## src/rtl/sapq_pkg.sv

```systemverilog
package sapq_pkg;

  localparam int VALUE_W = 32;
  localparam int COUNT_W = 5;

  typedef enum logic [1:0] {
    ST_DONE      = 2'd0,
    ST_OVERFLOW  = 2'd1,
    ST_EMPTY     = 2'd2,
    ST_NOT_FOUND = 2'd3
  } status_t;

  typedef enum logic {
    CMD_INSERT = 1'b0,
    CMD_DELETE = 1'b1
  } cmd_t;

  typedef logic signed [VALUE_W-1:0] value_t;

  // Broadcast to every cell for one transfer.
  typedef struct packed {
    logic   ins;
    logic   del;
    value_t value;
  } cell_ctrl_t;

endpackage

```

## src/rtl/sorted_array_priority_queue.sv

```systemverilog
// Each command passes through the cell row in the cycle of its transfer;
// its result appears on the output register in the cycle after the
// command transfer. Throughput is one command per cycle while no result
// is held by res_stall, limited by the single compare and shift step that
// every cell performs in the cycle of the transfer. Reset empties the queue
// (all cell valid bits cleared, count zero) and drops any pending result.
module sorted_array_priority_queue #(
  parameter int DEPTH = 16
) (
  input  logic                  clk,
  input  logic                  rst,
  input  logic                  cmd_valid,
  output logic                  cmd_stall,
  input  logic                  cmd,
  input  logic signed [31:0]    value,
  output logic                  res_valid,
  input  logic                  res_stall,
  output logic [1:0]            status,
  output logic [4:0]            count,
  output logic signed [31:0]    head_value
);
  import sapq_pkg::*;

  localparam int CW = $clog2(DEPTH + 1);

  logic [DEPTH-1:0] vld;
  value_t           data [DEPTH];
  logic [DEPTH-1:0] ge;
  logic [DEPTH-1:0] eq;

  cell_ctrl_t ctrl;
  logic       take;
  logic       full;
  logic       empty;
  logic       found;

  logic [CW-1:0] cnt;
  logic [CW-1:0] cnt_next;
  status_t       st;
  status_t       st_next;
  logic          res_valid_next;

  assign cmd_stall = res_valid && res_stall;
  assign take      = cmd_valid && !cmd_stall;
  assign full      = vld[DEPTH-1];
  assign empty     = !vld[0];
  assign found     = |eq;

  always_comb begin
    ctrl.value = value;
    ctrl.ins   = take && (cmd == CMD_INSERT) && !full;
    ctrl.del   = take && (cmd == CMD_DELETE) && found;
  end

  for (genvar i = 0; i < DEPTH; i++) begin : g_cell
    logic   l_ge;
    logic   l_vld;
    value_t l_data;
    logic   r_vld;
    value_t r_data;

    if (i == 0) begin : g_first
      assign l_ge   = 1'b0;
      assign l_vld  = 1'b0;
      assign l_data = '0;
    end else begin : g_mid_l
      assign l_ge   = ge[i-1];
      assign l_vld  = vld[i-1];
      assign l_data = data[i-1];
    end

    if (i == DEPTH - 1) begin : g_last
      assign r_vld  = 1'b0;
      assign r_data = '0;
    end else begin : g_mid_r
      assign r_vld  = vld[i+1];
      assign r_data = data[i+1];
    end

    sapq_cell u_cell (
      .clk        (clk),
      .rst        (rst),
      .ctrl       (ctrl),
      .left_ge    (l_ge),
      .left_vld   (l_vld),
      .left_data  (l_data),
      .right_vld  (r_vld),
      .right_data (r_data),
      .vld        (vld[i]),
      .data       (data[i]),
      .ge         (ge[i]),
      .eq         (eq[i])
    );
  end

  always_comb begin
    cnt_next       = cnt;
    st_next        = st;
    res_valid_next = res_valid && res_stall;
    if (take) begin
      res_valid_next = 1'b1;
      if (cmd == CMD_INSERT) begin
        if (full) begin
          st_next = ST_OVERFLOW;
        end else begin
          st_next  = ST_DONE;
          cnt_next = cnt + CW'(1);
        end
      end else begin
        if (empty) begin
          st_next = ST_EMPTY;
        end else if (found) begin
          st_next  = ST_DONE;
          cnt_next = cnt - CW'(1);
        end else begin
          st_next = ST_NOT_FOUND;
        end
      end
    end
  end

  always_ff @(posedge clk) begin
    if (rst) begin
      cnt       <= '0;
      st        <= ST_DONE;
      res_valid <= 1'b0;
    end else begin
      cnt       <= cnt_next;
      st        <= st_next;
      res_valid <= res_valid_next;
    end
  end

  // The cells only change on a transfer, which cannot happen while a
  // result is held, so the head is read straight from the first cell.
  assign status     = st;
  assign count      = COUNT_W'(cnt);
  assign head_value = vld[0] ? data[0] : '0;

endmodule

```

## src/rtl/sapq_cell.sv

```systemverilog
module sapq_cell (
  input  logic                clk,
  input  logic                rst,
  input  sapq_pkg::cell_ctrl_t ctrl,
  input  logic                left_ge,
  input  logic                left_vld,
  input  sapq_pkg::value_t    left_data,
  input  logic                right_vld,
  input  sapq_pkg::value_t    right_data,
  output logic                vld,
  output sapq_pkg::value_t    data,
  output logic                ge,
  output logic                eq
);
  import sapq_pkg::*;

  logic   vld_next;
  value_t data_next;
  logic   le;

  // The row is sorted in descending order with the valid entries first, so
  // ge is false up to the insert position and true from there on.
  assign ge = !vld || (ctrl.value >= data);
  assign le = vld && (data <= ctrl.value);
  assign eq = vld && (data == ctrl.value);

  always_comb begin
    vld_next  = vld;
    data_next = data;
    if (ctrl.ins) begin
      if (left_ge) begin
        vld_next  = left_vld;
        data_next = left_data;
      end else if (ge) begin
        vld_next  = 1'b1;
        data_next = ctrl.value;
      end
    end else if (ctrl.del) begin
      // Equal values sit together, so every valid cell at or past the first match
      // pulls in its right neighbor.
      if (le) begin
        vld_next  = right_vld;
        data_next = right_data;
      end
    end
  end

  always_ff @(posedge clk) begin
    if (rst) begin
      vld <= 1'b0;
    end else begin
      vld <= vld_next;
    end
  end

  always_ff @(posedge clk) begin
    data <= data_next;
  end

endmodule
```

## config.mk

```make
export PLATFORM = sky130hd
export DESIGN_NAME = sorted_array_priority_queue
export DESIGN_NICKNAME = d
export VERILOG_FILES = /design/src/rtl/sapq_pkg.sv /design/src/rtl/sorted_array_priority_queue.sv /design/src/rtl/sapq_cell.sv
export SDC_FILE = /design/constraint.sdc
export NUM_CORES = 2
export LEC_CHECK = 0
export ABC_AREA = 1
export ABC_CLOCK_PERIOD_IN_PS = 4950
export BUFFER_PORTS_ARGS = -buffer_cell sky130_fd_sc_hd__buf_2
export CAP_MARGIN = 20
export CORE_MARGIN = 2
export CORE_UTILIZATION = 50
export CTS_CLUSTER_SIZE = 40
export DETAILED_ROUTE_END_ITERATION = 8
export GPL_ROUTABILITY_DRIVEN = 0
export PLACE_DENSITY = 0.66
export SYNTH_ARGS = -nofsm -noshare
export SYNTH_HDL_FRONTEND = slang
export SYNTH_SLANG_ARGS = --single-unit
```

## constraint.sdc

```tcl
create_clock -name clk -period 4.95 [get_ports clk]
set_clock_uncertainty 0.1 [all_clocks]
set_input_delay 0.2475 -clock clk [delete_from_list [all_inputs] [get_ports clk]]
set_output_delay 0.2475 -clock clk [all_outputs]
set_load 0.005 [all_outputs]
```

==> results by group <==
Global routing
  – Largest net degree at the start of global routing: 224
  – GRT Total Usage: 26.5%
  – Vias in the first global route: ~33k
  – First-pass GRT wire length: about 180 mm
  – Gr ovfl total: 0
  – Initial antenna violation count: 0

Finish
  – Nets: 5847
  – P&R area growth vs syn: 7.98%
  – Share of layout cells above drive strength 1: 7.09%
  – Fin util: a little over half
  – Diode count: 0

Critical path
  – Reg2reg setup slack: approximately 1200 ps
  – Startpoint types: register
  – Cell Chain, Critical Path: inv_1 -> ha_1 -> nand2_1 -> nor2_1 -> nand2_1 -> nor3_1 -> nand3_1 -> nand3_1 -> nor2_1 -> nand2_2 -> nand2_4 -> clkinv_4 -> nand2_4 -> nor2_4 -> buf_12
  – R2r startpoint: g_cell[12].u_cell.data[7]
  – Largest stage delay, worst path: 450 ps
  – Worst-path fanout max: 18
  – Crit path capture: g_cell[0].u_cell.data[4]
  – End of the worst register-to-register path: g_cell[0].u_cell.data[4]
  – Worst r2r path cells: 15
  – Critical path class: reg2reg
  – CP Launch Point: g_cell[12].u_cell.data[7]
  – CP required: 5210 ps
  – CP arrival: 4000 ps
  – CP max-delay cell: nor2_4
  – Crit path capture type: register

Clock network
  – Cts bufs inserted: 61
  – Worst-path clk slew: 60 ps
  – Clock Path Buffers: 3
  – Clock root buffer master: clkbuf_16
  – CTS resizes: 0
  – Clock H-tree levels: 2
  – Count of clock tree sinks: roughly 540
  – Postcts setup bufs: 0
  – CTS tree: done
  – Worst-Skew Late Latency: 650 ps

Run status
  – Status: completed

Route
  – First-pass DRT Iterations: 5
  – Vias per cell: roughly 5.5
  – DRC: 0
  – Routed WL: 115 mm
  – Vias: between 30k and 40k
  – DR WL/cell: approximately 18 um
  – Routed Antenna Nets: 0
  – Number of DRC markers in iteration 0: between 3k and 4k

Floorplan
  – Core area: approximately 82000 sq um
  – Die height: 293 um
  – # rows: 105
  – Die span in x: between 200 and 300 um
  – Starting Density: 50.7%
  – I/O pin cnt: 78
  – Die ar.: around 86000 sq um

STA
  – Setup_tns: 0 ps
  – Unrepaired setup endpoints after global routing: false
  – Pins Over Slew Limit: 0
  – Slew headroom: 27.7%
  – Fin. Hold Viols: 0
  – Final Cycle Share: 75.5%
  – Worst-Margin Slew: 1080 ps
  – Peak Freq: ~0.27 GHz
  – Final Setup Violations: 0
  – Fin crit period: 3740 ps

Power and ir drop
  – Worst VDD drop: 0.294 mV
  – Cell Pwr Density: 264 nW/um^2
  – Leak: 21.3 nW

Synthesis
  – Top post-synthesis cells by area: edfxtp_1 37%, ha_1 15%, nand2_1 14%
  – Post-Syn Instances: roughly 5.3k
  – Area leader, netlist: edfxtp_1
  – #FFs+latches synth: ~540
  – Count leader, synth: nand2_1
  – Ys flop type: edfxtp_1
  – Post-synth cell types: 43
  – Synthesized Nets: 5858
  – Commonest cells post-synth: 1531 x nand2_1, 678 x inv_1, 515 x ha_1
  – Synthesized cell area: 41700 sq um
  – Syn_area_per_cell: 7.85 sq um
  – Post-synth EDFFs: ~500
  – Synthesis Warnings: 0
  – Top-area cell type share of the netlist area: 36.9%
  – Seq/Total Area, Yosys: 38.1%
  – Post-synth ARST share: 0%

Min path
  – HP Class: in2reg

Placement
  – Hpwl dp: 87.7 mm
  – Port bufs: 77

Flow run
  – Max_cap viols: 0
[kinds of logic after synthesis]
kind of cell	after synthesis	share of synthesized area, %
xor gates and xnor gates	4	0.0841
AOI/OAI and AO/OA	1156	15.7
and+or+nand+nor	2123	21.0
DFF	536	38.1
adders and majority gates	516	15.5
buffers and inverters	970	9.68
[flip-flops by register name, summed over array words and instances, names as in the netlist]
register            cells
g_cell.u_cell.data    512
g_cell.u_cell.vld      16
status                  2
res_valid               1
count                   5
[layout by cell type (no fill, tap or decap), types with 6 or more instances in the layout]
cell type,n
a21o_1,15
a21oi_1,417
and2_1,8
buf_2,77
buf_4,95
bufinv_16,8
clkbuf_1,17
clkbuf_16,63
clkinv_1,38
clkinv_2,11
dfxtp_1,24
edfxtp_1,512
ha_1,515
inv_1,677
nand2_1,1531
nand2_2,13
nand3_1,285
nand3_2,6
nand3b_1,7
nand4_1,13
nand4_4,6
nor2_1,208
nor2_2,18
nor2_4,9
nor3_1,6
o211ai_1,115
o211ai_2,43
o21a_1,28
o21ai_0,432
o21ai_1,96
o21bai_1,9
[layout make-up]
type / instances / area (sq um)
fill: 7783 / 37200
multi-input combinational: 3799 / 21800
sequential: 536 / 15900
inverter: 715 / 2700
clock buffer: 83 / 1680
tap: 1070 / 1340
timing repair buffer: 181 / 1240
clock inverter: 31 / 365
[worst max-delay path: cells and delay by family, from the launching register on]
family | cells | cell delay, ps
fa+ha+maj | 1 | 300
buf+inv | 3 | 510
flops | 1 | 380
simple gates | 11 | 2150
[what timing repair did]
| item | 4_1_cts | 5_1_grt |
|---|---|---|
| hold endpoints to repair | 7 | 0 |
| setup endpoints to repair | 0 | 0 |
| hold buffers | 4 | 0 |
[routing by layer]
metal,wire length (um),vias up,GRT usage [%]
li1,-,17800,-
met1,54400,16200,38.7
met2,50600,1065,42.0
met3,7060,165,2.69
met4,2920,0,6.90
met5,0,-,0
[how the worst min path moves through the flow]
stage	from	to	cells past startpoint
4_1_cts	value[23]	g_cell[0].u_cell.data[23]	3
5_1_grt	value[23]	g_cell[0].u_cell.data[23]	3
6_report	cmd	status[1]	3
2_1_floorplan	res_stall	res_valid	2
3_3_place_gp	res_valid	res_valid	2
3_5_place_dp	res_valid	res_valid	2
[per-stage QoR]
step	hold slack, ps	total power [mW]	std cells	cell area (sq um)	setup WS [ps]
CTS	1.64	11.9	6415	45000	1190
global route	50.4	12.4	6415	45000	1010
detailed placement	378	7.19	6297	42900	921
global placement	375	7.14	6297	42900	980
finish	38.5	11.9	6415	45000	1210
floorplan	306	6.61	5305	41700	1060
[power by group]
group / switching [mW] / internal (mW)
logic: 1.35 / 0.602
clock network: 1.98 / 2.78
registers: 0.0567 / 5.12
total: 3.38 / 8.51
Note: power is estimated with default switching activity, not from simulation.
